**src/design/rpe_pkg.sv**
```systemverilog
package rpe_pkg;

    // Characters the parser reacts to.
    localparam logic [7:0] CH_COLON = 8'h3A;
    localparam logic [7:0] CH_COMMA = 8'h2C;
    localparam logic [7:0] CH_QUOTE = 8'h22;
    localparam logic [7:0] CH_CR    = 8'h0D;
    localparam logic [7:0] CH_LF    = 8'h0A;
    localparam logic [7:0] CH_NUL   = 8'h00;
    localparam logic [7:0] CH_SPACE = 8'h20;

    // Status codes on the terminating beat.
    localparam logic [1:0] ST_OK        = 2'd0;
    localparam logic [1:0] ST_NOT_FOUND = 2'd1;
    localparam logic [1:0] ST_TOO_LONG  = 2'd2;

    // Configuration register indexes.
    localparam logic CFG_PARAM_INDEX = 1'b0;
    localparam logic CFG_OUT_SIZE    = 1'b1;

    // Reset value of the output capacity register.
    localparam logic [6:0] OUT_SIZE_RESET = 7'd64;

    // Saturation limit of the 7-bit byte counters.
    localparam logic [6:0] SAT7 = 7'd127;

    // One decided line, passed from the parser to the emitter.
    typedef struct packed {
        logic       bank;
        logic [5:0] len;
        logic [1:0] status;
    } t_job;

    // Emitter tells the parser that a buffer bank is free again.
    typedef struct packed {
        logic vld;
        logic bank;
    } t_rel;

endpackage

```
**src/design/rpe_if.sv**
```systemverilog
// Input channel: one byte of a response line per beat.
interface rpe_in_if;
    logic       valid;
    logic       ready;
    logic [7:0] line_byte;
    logic       line_end;

    modport source (output valid, output line_byte, output line_end, input ready);
    modport sink (input valid, input line_byte, input line_end, output ready);
endinterface

// Output channel: one parameter character or the terminator per beat.
interface rpe_out_if;
    logic       valid;
    logic       ready;
    logic [7:0] out_char;
    logic [5:0] param_length;
    logic [1:0] status;
    logic       run_last;

    modport source (output valid, output out_char, output param_length, output status,
                    output run_last, input ready);
    modport sink (input valid, input out_char, input param_length, input status,
                  input run_last, output ready);
endinterface

```
**src/design/rpe_front.sv**
```systemverilog
module rpe_front #(
    parameter int PARAM_DEPTH = 64,
    localparam int AW = $clog2(PARAM_DEPTH)
) (
    input  logic             i_clk,
    input  logic             i_rst_n,
    rpe_in_if.sink           line_ch,
    input  logic [7:0]       i_param_index,
    input  logic [6:0]       i_out_size,
    input  logic             i_q_full,
    input  rpe_pkg::t_rel    i_rel,
    output logic             o_push,
    output rpe_pkg::t_job    o_job,
    output logic             o_wr_en,
    output logic             o_wr_bank,
    output logic [AW-1:0]    o_wr_addr,
    output logic [7:0]       o_wr_data
);
    import rpe_pkg::*;

    localparam int CAP = (PARAM_DEPTH < 64) ? PARAM_DEPTH : 64;

    localparam logic [1:0] PH_SEEK  = 2'd0;
    localparam logic [1:0] PH_SKIP  = 2'd1;
    localparam logic [1:0] PH_PARAM = 2'd2;
    localparam logic [1:0] PH_DONE  = 2'd3;

    logic [1:0] r_phase, n_phase;
    logic [7:0] r_field, n_field;
    logic       r_inq, n_inq;
    logic [6:0] r_raw, n_raw;
    logic [6:0] r_trim, n_trim;
    logic       r_bank, n_bank;
    logic [1:0] r_busy, n_busy;

    logic       fire;
    logic       push;
    t_job       job;
    logic       wr_en;

    // A byte is taken while the job queue has room and the fill bank is free.
    assign line_ch.ready = !i_q_full && !r_busy[r_bank];
    assign fire = line_ch.valid && line_ch.ready;

    // Per-byte parse step.
    always_comb begin
        logic [7:0] c;
        logic       last;
        logic       is_term;
        logic       do_param;
        logic       sel;
        logic       append;
        logic       eol;
        logic       extract;
        logic       nf;
        logic [6:0] raw_app;
        logic       too_long;

        c        = line_ch.line_byte;
        last     = line_ch.line_end;
        is_term  = (c == CH_CR) || (c == CH_LF);
        do_param = 1'b0;
        sel      = (r_field == i_param_index);
        append   = 1'b0;
        eol      = 1'b0;
        extract  = 1'b0;
        nf       = 1'b0;
        raw_app  = (r_raw < SAT7) ? r_raw + 7'd1 : r_raw;
        too_long = 1'b0;

        n_phase = r_phase;
        n_field = r_field;
        n_inq   = r_inq;
        n_raw   = r_raw;
        n_trim  = r_trim;
        n_bank  = r_bank;
        n_busy  = r_busy;
        job     = '0;
        push    = 1'b0;
        wr_en   = 1'b0;

        case (r_phase)
            PH_SEEK: begin
                if (c == CH_COLON) begin
                    n_phase = PH_SKIP;
                    nf      = last;
                end else if (is_term || last) begin
                    nf = 1'b1;
                end
            end
            PH_SKIP: begin
                if (c == CH_SPACE) begin
                    nf = last;
                end else begin
                    n_phase  = PH_PARAM;
                    do_param = 1'b1;
                end
            end
            PH_PARAM: begin
                do_param = 1'b1;
            end
            default: begin
            end
        endcase

        // Parameter list: quotes toggle, unquoted commas count fields.
        if (do_param) begin
            if (c == CH_QUOTE) begin
                n_inq  = !r_inq;
                append = sel;
                eol    = last;
            end else if (is_term || (c == CH_NUL)) begin
                eol = 1'b1;
            end else if ((c == CH_COMMA) && !r_inq) begin
                if (sel) begin
                    extract = 1'b1;
                end else begin
                    n_field = r_field + 8'd1;
                    n_phase = PH_SKIP;
                    nf      = last;
                end
            end else begin
                append = sel;
                eol    = last;
            end
        end

        // Buffer a byte of the selected parameter.
        if (append) begin
            n_raw = raw_app;
            if (c != CH_SPACE) begin
                n_trim = raw_app;
            end
            wr_en = ({2'b00, r_raw} < 9'(PARAM_DEPTH));
        end

        // End of the list decides between the parameter and not found.
        if (eol) begin
            if (sel && (n_raw != 7'd0)) begin
                extract = 1'b1;
            end else begin
                nf = 1'b1;
            end
        end

        too_long = (i_out_size == 7'd0) || (n_trim >= i_out_size) || (n_trim >= 7'(CAP));

        if (extract) begin
            push       = 1'b1;
            n_phase    = PH_DONE;
            job.bank   = r_bank;
            if (too_long) begin
                job.status = ST_TOO_LONG;
            end else begin
                job.status = ST_OK;
                job.len    = n_trim[5:0];
            end
        end else if (nf) begin
            push       = 1'b1;
            n_phase    = PH_DONE;
            job.status = ST_NOT_FOUND;
        end

        // A run with characters holds its bank until the emitter drains it.
        if (push && (job.len != 6'd0)) begin
            n_bank         = !r_bank;
            n_busy[r_bank] = 1'b1;
        end

        // The final byte starts the next line from scratch.
        if (last) begin
            n_phase = PH_SEEK;
            n_field = 8'd0;
            n_inq   = 1'b0;
            n_raw   = 7'd0;
            n_trim  = 7'd0;
        end
    end

    // Parser state.
    always_ff @(posedge i_clk) begin
        if (!i_rst_n) begin
            r_phase <= PH_SEEK;
            r_field <= 8'd0;
            r_inq   <= 1'b0;
            r_raw   <= 7'd0;
            r_trim  <= 7'd0;
            r_bank  <= 1'b0;
            r_busy  <= 2'b00;
        end else begin
            if (fire) begin
                r_phase <= n_phase;
                r_field <= n_field;
                r_inq   <= n_inq;
                r_raw   <= n_raw;
                r_trim  <= n_trim;
                r_bank  <= n_bank;
            end
            r_busy <= (fire ? n_busy : r_busy) &
                      ~((i_rel.vld ? 2'b01 : 2'b00) << i_rel.bank);
        end
    end

    assign o_push    = fire && push;
    assign o_job     = job;
    assign o_wr_en   = fire && wr_en;
    assign o_wr_bank = r_bank;
    assign o_wr_addr = AW'(r_raw);
    assign o_wr_data = line_ch.line_byte;

endmodule

```
**src/design/rpe_queue.sv**
```systemverilog
module rpe_queue (
    input  logic          i_clk,
    input  logic          i_rst_n,
    input  logic          i_push,
    input  rpe_pkg::t_job i_job,
    output logic          o_full,
    input  logic          i_pop,
    output logic          o_valid,
    output rpe_pkg::t_job o_job
);
    import rpe_pkg::*;

    t_job       r_mem [2];
    logic       r_wp;
    logic       r_rp;
    logic [1:0] r_cnt;

    assign o_full  = (r_cnt == 2'd2);
    assign o_valid = (r_cnt != 2'd0);
    assign o_job   = r_mem[r_rp];

    // Two-entry job queue between parser and emitter.
    always_ff @(posedge i_clk) begin
        if (!i_rst_n) begin
            r_wp  <= 1'b0;
            r_rp  <= 1'b0;
            r_cnt <= 2'd0;
        end else begin
            if (i_push) begin
                r_wp <= !r_wp;
            end
            if (i_pop) begin
                r_rp <= !r_rp;
            end
            if (i_push && !i_pop) begin
                r_cnt <= r_cnt + 2'd1;
            end else if (i_pop && !i_push) begin
                r_cnt <= r_cnt - 2'd1;
            end
        end
    end

    always_ff @(posedge i_clk) begin
        if (i_push) begin
            r_mem[r_wp] <= i_job;
        end
    end

endmodule

```
**src/design/rpe_back.sv**
```systemverilog
module rpe_back #(
    parameter int PARAM_DEPTH = 64,
    localparam int AW = $clog2(PARAM_DEPTH)
) (
    input  logic          i_clk,
    input  logic          i_rst_n,
    input  logic          i_wr_en,
    input  logic          i_wr_bank,
    input  logic [AW-1:0] i_wr_addr,
    input  logic [7:0]    i_wr_data,
    input  logic          i_q_valid,
    input  rpe_pkg::t_job i_q_job,
    output logic          o_pop,
    output rpe_pkg::t_rel o_rel,
    rpe_out_if.source     param_ch
);
    import rpe_pkg::*;

    // Two banks of parameter bytes: one filling, one draining.
    logic [7:0] r_mem [2 << AW];
    logic [7:0] r_rdata;

    t_job       r_act;
    logic       r_act_v;
    logic [5:0] r_idx;

    logic       r_ov;
    logic       r_o_term;
    logic [5:0] r_o_len;
    logic [1:0] r_o_status;

    t_job       cur;
    logic [5:0] cur_idx;
    logic       have;
    logic       advance;
    logic       go;
    logic       is_char;

    // Current run is the active one, or else the queue head starting now.
    always_comb begin
        cur     = r_act_v ? r_act : i_q_job;
        cur_idx = r_act_v ? r_idx : 6'd0;
        have    = r_act_v || i_q_valid;
        advance = !r_ov || param_ch.ready;
        go      = advance && have;
        is_char = (cur_idx < cur.len);
    end

    assign o_pop     = go && !r_act_v;
    assign o_rel.vld  = go && !is_char && (cur.len != 6'd0);
    assign o_rel.bank = cur.bank;

    always_ff @(posedge i_clk) begin
        if (i_wr_en) begin
            r_mem[{i_wr_bank, i_wr_addr}] <= i_wr_data;
        end
        if (go && is_char) begin
            r_rdata <= r_mem[{cur.bank, AW'(cur_idx)}];
        end
    end

    // Run sequencer and output register.
    always_ff @(posedge i_clk) begin
        if (!i_rst_n) begin
            r_act_v <= 1'b0;
            r_ov    <= 1'b0;
        end else if (go) begin
            r_ov <= 1'b1;
            if (is_char) begin
                r_act_v <= 1'b1;
            end else begin
                r_act_v <= 1'b0;
            end
        end else if (advance) begin
            r_ov <= 1'b0;
        end
    end

    always_ff @(posedge i_clk) begin
        if (go) begin
            r_act      <= cur;
            r_idx      <= cur_idx + 6'd1;
            r_o_term   <= !is_char;
            r_o_len    <= cur.len;
            r_o_status <= cur.status;
        end
    end

    assign param_ch.valid        = r_ov;
    assign param_ch.out_char     = r_o_term ? CH_NUL : r_rdata;
    assign param_ch.param_length = r_o_term ? r_o_len : 6'd0;
    assign param_ch.status       = r_o_term ? r_o_status : ST_OK;
    assign param_ch.run_last     = r_o_term;

endmodule

```
**src/design/response_parameter_extractor.sv**
```systemverilog
// Extracts one comma-separated parameter after the first colon of a response line
// and returns it as a run of character beats closed by a terminator beat that carries
// the trimmed length and a status (ok, not found, too long). Unless stalled, the parser
// takes one line byte per cycle; while the output is ready, the emitter sends one beat
// per cycle, back to back across runs, with the registered buffer read hidden in the
// output register. A run reaches the output through the job queue and output register.
// Two buffer banks alternate between runs that carry characters. Input stalls, from
// the byte after such a run is decided, for as long as both banks still hold runs not
// yet delivered, and also while the two-entry job queue is full. The buffer needs no
// clearing after reset.
module response_parameter_extractor #(
    parameter int PARAM_DEPTH = 64
) (
    input  logic       i_clk,
    input  logic       i_rst_n,
    input  logic       i_cfg_we,
    input  logic       i_cfg_idx,
    input  logic [7:0] i_cfg_data,
    rpe_in_if.sink     i_line,
    rpe_out_if.source  o_param
);
    import rpe_pkg::*;

    localparam int AW = $clog2(PARAM_DEPTH);

    logic [7:0]    r_param_index;
    logic [6:0]    r_out_size;

    logic          q_full;
    logic          q_valid;
    logic          push;
    logic          pop;
    t_job          push_job;
    t_job          head_job;
    t_rel          rel;
    logic          wr_en;
    logic          wr_bank;
    logic [AW-1:0] wr_addr;
    logic [7:0]    wr_data;

    // Configuration registers.
    always_ff @(posedge i_clk) begin
        if (!i_rst_n) begin
            r_param_index <= 8'd0;
            r_out_size    <= OUT_SIZE_RESET;
        end else if (i_cfg_we) begin
            case (i_cfg_idx)
                CFG_PARAM_INDEX: r_param_index <= i_cfg_data;
                CFG_OUT_SIZE:    r_out_size    <= i_cfg_data[6:0];
                default: begin
                end
            endcase
        end
    end

    rpe_front #(.PARAM_DEPTH(PARAM_DEPTH)) u_front (
        .i_clk         (i_clk),
        .i_rst_n       (i_rst_n),
        .line_ch       (i_line),
        .i_param_index (r_param_index),
        .i_out_size    (r_out_size),
        .i_q_full      (q_full),
        .i_rel         (rel),
        .o_push        (push),
        .o_job         (push_job),
        .o_wr_en       (wr_en),
        .o_wr_bank     (wr_bank),
        .o_wr_addr     (wr_addr),
        .o_wr_data     (wr_data)
    );

    rpe_queue u_queue (
        .i_clk   (i_clk),
        .i_rst_n (i_rst_n),
        .i_push  (push),
        .i_job   (push_job),
        .o_full  (q_full),
        .i_pop   (pop),
        .o_valid (q_valid),
        .o_job   (head_job)
    );

    rpe_back #(.PARAM_DEPTH(PARAM_DEPTH)) u_back (
        .i_clk     (i_clk),
        .i_rst_n   (i_rst_n),
        .i_wr_en   (wr_en),
        .i_wr_bank (wr_bank),
        .i_wr_addr (wr_addr),
        .i_wr_data (wr_data),
        .i_q_valid (q_valid),
        .i_q_job   (head_job),
        .o_pop     (pop),
        .o_rel     (rel),
        .param_ch  (o_param)
    );

endmodule

```
**src/flat_wrapper.sv**
```systemverilog
// flat-port wrapper written by rule: the top's interface ports become plain ports
module response_parameter_extractor_flat import rpe_pkg::*;
#(
    parameter int PARAM_DEPTH = 64
)
  (i_clk, i_rst_n, i_cfg_we, i_cfg_idx, i_cfg_data, i_line_valid, i_line_line_byte, i_line_line_end, i_line_ready, o_param_valid, o_param_out_char, o_param_param_length, o_param_status, o_param_run_last, o_param_ready);
  rpe_in_if i_line_i ();
  rpe_out_if o_param_i ();
  input  logic i_clk;
  input  logic i_rst_n;
  input  logic i_cfg_we;
  input  logic i_cfg_idx;
  input  logic [7:0] i_cfg_data;
  input wire logic [$bits(i_line_i.valid)-1:0] i_line_valid;
  input wire logic [$bits(i_line_i.line_byte)-1:0] i_line_line_byte;
  input wire logic [$bits(i_line_i.line_end)-1:0] i_line_line_end;
  output wire logic [$bits(i_line_i.ready)-1:0] i_line_ready;
  output wire logic [$bits(o_param_i.valid)-1:0] o_param_valid;
  output wire logic [$bits(o_param_i.out_char)-1:0] o_param_out_char;
  output wire logic [$bits(o_param_i.param_length)-1:0] o_param_param_length;
  output wire logic [$bits(o_param_i.status)-1:0] o_param_status;
  output wire logic [$bits(o_param_i.run_last)-1:0] o_param_run_last;
  input wire logic [$bits(o_param_i.ready)-1:0] o_param_ready;
  assign i_line_i.valid = i_line_valid;
  assign i_line_i.line_byte = i_line_line_byte;
  assign i_line_i.line_end = i_line_line_end;
  assign i_line_ready = i_line_i.ready;
  assign o_param_valid = o_param_i.valid;
  assign o_param_out_char = o_param_i.out_char;
  assign o_param_param_length = o_param_i.param_length;
  assign o_param_status = o_param_i.status;
  assign o_param_run_last = o_param_i.run_last;
  assign o_param_i.ready = o_param_ready;
  response_parameter_extractor #(.PARAM_DEPTH(PARAM_DEPTH)) u_core (.i_clk(i_clk), .i_rst_n(i_rst_n), .i_cfg_we(i_cfg_we), .i_cfg_idx(i_cfg_idx), .i_cfg_data(i_cfg_data), .i_line(i_line_i), .o_param(o_param_i));
endmodule
```
**config.mk**
```make
export PLATFORM = sky130hd
export DESIGN_NAME = response_parameter_extractor_flat
export DESIGN_NICKNAME = d
export VERILOG_FILES = /design/src/design/rpe_pkg.sv /design/src/design/rpe_if.sv /design/src/design/rpe_front.sv /design/src/design/rpe_queue.sv /design/src/design/rpe_back.sv /design/src/design/response_parameter_extractor.sv /design/src/flat_wrapper.sv
export SDC_FILE = /design/constraint.sdc
export NUM_CORES = 1
export LEC_CHECK = 0
export BUFFER_PORTS_ARGS = -buffer_cell sky130_fd_sc_hd__clkbuf_2
export CORE_ASPECT_RATIO = 1.4
export CORE_MARGIN = 2
export CORE_UTILIZATION = 45
export CTS_CLUSTER_DIAMETER = 200
export DETAILED_ROUTE_END_ITERATION = 10
export GPL_TIMING_DRIVEN = 0
export MAX_ROUTING_LAYER = met4
export PLACE_DENSITY = 0.64
export SYNTH_ARGS = -nofsm -noshare
export SYNTH_HDL_FRONTEND = slang
export SYNTH_SLANG_ARGS = --single-unit
export TNS_END_PERCENT = 5
```
**constraint.sdc**
```tcl
create_clock -name i_clk -period 7.98 [get_ports i_clk]
set_input_delay 0.798 -clock i_clk [delete_from_list [all_inputs] [get_ports i_clk]]
set_output_delay 0.798 -clock i_clk [all_outputs]
set_load 0.01 [all_outputs]
```
==> flow_summary.yaml <==
status:
  status: "completed"
global_route:
  grt_usage_pct: 26.5
  grt-ovfl-total: 0
  top_usage_layer: "met2"
  antenna_found_initial: 1
  met2_usage_pct: 44.5
  met3_usage_pct: 3.75
  grt_max_degree: 131
  grt_pass1_wl_mm: 194
  grt_pass1_vias: 28000
  grt_use_met1_pct: 30.2
timing:
  fmax_mhz: 199
  worst_slack_ps: 2940
  finClkSkew_ps: 34.7
  finalHoldViolations: 0
  tightest_slew_ps: 1130
  rsz0062_at_grt: "no"
  maxSlewViolCount: 0
  totalNegativeSetupSlack_ps: 0
  worst_slew_margin_rel_pct: 24.2
  finalSetupViolations: 0
  fin_crit_ps: 5040
  min_period_over_period_pct: 63.1
  fin_hold_ws_ps: 353
power_and_ir_drop:
  irDropWorstVdd_uv: 173
  leakagePower_uw: 0.0171
  p_per_area_nw_per_um2: 295
  design_power_total_uw: 15300
setup_path:
  cp-end-kind: "register"
  worstPathRequired_ps: 8310
  r2r_setup_slack_ps: 2940
  critPathKind: "register to register"
  rr_worst_depth: 14
  critPathSlowestCell: "nor2_1"
  arrival_ps: 5370
  cp_cell_sequence: "nand2_1 -> buf_2 -> buf_2 -> buf_2 -> buf_1 -> inv_1 -> ha_1 -> inv_1 -> a221oi_1 -> o21ai_0 -> a211oi_1 -> a211oi_1 -> inv_1 -> nor2_1"
  r2r_end: "u_core.u_back.r_rdata[1]"
  worstPathMaxFanout: 10
  critPathLaunchType: "register"
  r2r_start: "u_core.u_back.r_idx[1]"
  slowest_delay_ps: 860
finish:
  nets: 3100
  drive_gt1_share_pct: 14.3
  n_fill_cell: 8315
  stdcell_count: 4481
  syn2layout_area_growth_pct: 11.9
yosys:
  synth_edf_count: 1066
  syn_area_um2: 46400
  synth_fp_nets: 2951
  synthFlopType: "edfxtp_1"
  yosysMostFrequentCell: "edfxtp_1"
  async_reset_ff_share_pct: 0
  ys_seq_area_share_pct: 71.1
  ys_ff_latch: 1116
  yosysUniqueCellTypes: 73
  yosys_warnings: 0
  ys_top_cells_by_count: "edfxtp_1 (1066), a21oi_1 (180), o21ai_0 (163)"
  yosys-top-cells-area: "edfxtp_1 (69%), mux4_2 (6.2%), mux2i_1 (3.1%), dfxtp_1 (2.2%), a21oi_1 (1.9%)"
  syn-instance-count: 2909
  synth.avg_cell_area_um2: 16.0
  synth_top_area_share_pct: 68.9
  synth_top_area_cell: "edfxtp_1"
floorplan:
  die_height_um: 384
  die-area_um2: 106000
  die_x_um: 275
  row_count: 139
  core_area_um2: 102000
  ios: 42
  start_util_pct: 45.3
clocking:
  cts-root-buf: "clkbuf_16"
  cts_buffers: 102
  cts_setup_buffers: 0
  h-tree-depth: 3
  cts_sinks: 1116
  worstSkewPairLatency_ps: 720
  cts_resized: 0
  cts_buffer_depth: 3
  cts_tree: "done"
  path_clk_slew_ps: 70
  postCtsHoldBufs: 0
routing:
  ant_nets: 0
  wl_per_cell_um: 30.4
  vias: 27800
  drtIter0Drc: 2951
  drc: 0
  dr.pass1.iters: 6
  drt_wl_total_mm: 136
  via_per_inst: 6.21
place:
  port_buffers: 38
  dp.cells: 4293
  post-place-ws_ps: 2680
  place_congestion: 1.00
  dp_hpwl_mm: 93.2
job:
  max_cap_viol_count: 0
min_path:
  worstHoldEndpoint: "u_core.r_param_index[7]"
  min_path_type: "primary input to register"
  hp-start: "i_cfg_data[7]"
  min_delay_path_depth: 3
## cell usage in the layout (no fill, tap or decap), types with 24 or more instances in the layout
| master | count |
|---|---|
| buf_2 | 58 |
| o2bb2ai_1 | 32 |
| a21oi_1 | 180 |
| a311oi_1 | 33 |
| mux2i_1 | 143 |
| buf_6 | 24 |
| o21ai_0 | 163 |
| edfxtp_1 | 1066 |
| a21o_1 | 67 |
| and2_1 | 25 |
| nand2b_1 | 39 |
| nor2b_1 | 24 |
| mux4_2 | 128 |
| dfxtp_1 | 50 |
| a221o_1 | 32 |
| nor2_1 | 162 |
| nand2_1 | 159 |
| inv_1 | 32 |
| clkbuf_16 | 103 |
| a221oi_1 | 98 |
| clkbuf_1 | 98 |
| clkbuf_2 | 30 |
| a211oi_1 | 36 |
| clkinv_1 | 31 |
## cells by family (layout without fill, tap and decap cells)
logic type / count (synthesis) / in the layout / synth area share (%)
AO/OA/AOI/OAI: 722 / 722 / 10.4
XOR/XNOR: 20 / 20 / 0.377
adder cells (fa/ha/maj): 19 / 19 / 0.512
buffers and inverters: 241 / 473 / 2.75
flip-flops: 1116 / 1116 / 71.1
multiplexers: 275 / 275 / 9.39
other: 0 / 1 / 0
AND/OR/NAND/NOR: 516 / 516 / 5.48
## through the flow
step | util [%] | cell area [um2]
after CTS | 50.7 | 52000
after global routing | 50.7 | 52000
final | 50.7 | 52000
after floorplan | - | 46400
after detailed placement | 47.4 | 48600
after global placement | 47.1 | 48300
## worst max-delay path, delay by kind of cell (launching register included)
family,cells,cell delay [ps]
buffers and inverters,7,1990
adders and majority gates,1,320
DFF,1,450
and+or+nand+nor,2,1140
AOI/OAI and AO/OA,4,730
## area by class of cell
cell class | instances | area (um2) | area share (%)
clock buffer | 111 | 2610 | 5.02
sequential | 1116 | 33000 | 63.5
inverter | 36 | 135 | 0.260
clock inverter | 76 | 786 | 1.51
buffer | 205 | 1140 | 2.20
antenna | 1 | 2.50 | 0.00482
multi-input combinational | 1552 | 12100 | 23.4
timing repair buffer | 45 | 453 | 0.872
tap | 1339 | 1680 | 3.22
## layer usage
metal / up-vias / part of all wire (%) / wire (um)
met4: 0 / 6.4 / 8760
met3: 350 / 6.5 / 8900
met1: 14300 / 36 / 49100
li1: 11900 / - / -
met2: 1328 / 51 / 69300
met5: - / 0 / 0
## state kept, by name, indices dropped and copies added, names as in the netlist, 2 cells and up, named ones only
name and count:
u_core.r_out_size 7, u_core.u_front.r_phase 2, u_core.u_queue.r_cnt 2, u_core.u_back.r_o_status 2, u_core.u_back.r_mem 1024, u_core.r_param_index 8
u_core.u_front.r_trim 7, u_core.u_front.r_raw 7, u_core.u_front.r_field 8, u_core.u_back.r_rdata 8, u_core.u_back.r_o_len 6, u_core.u_queue.r_mem 18
u_core.u_front.r_busy 2, u_core.u_back.r_idx 6
## worst max path at each step
stage / cells after the start / start / slack, ps / endpoint
floorplan: 14 / i_line_line_byte[3] / 4270 / u_core.u_front.r_busy[0]
global placement: 15 / i_line_line_byte[3] / 1030 / u_core.u_front.r_busy[1]
detailed placement: 16 / i_line_line_byte[3] / 2680 / u_core.u_front.r_busy[1]
CTS: 14 / u_core.u_back.r_idx[1] / 3000 / u_core.u_back.r_rdata[2]
global route: 14 / u_core.u_back.r_idx[1] / 2740 / u_core.u_back.r_rdata[5]
finish: 14 / u_core.u_back.r_idx[1] / 2940 / u_core.u_back.r_rdata[1]
## power breakdown
| group | switching [uW] | total (uW) | leakage (uW) | internal [uW] |
|---|---|---|---|---|
| logic | 2520 | 3720 | 0.00544 | 1200 |
| clock network | 2180 | 5000 | 0.00163 | 2820 |
| registers | 58.1 | 6600 | 0.0100 | 6540 |
Power figures use the tool's default switching activity.
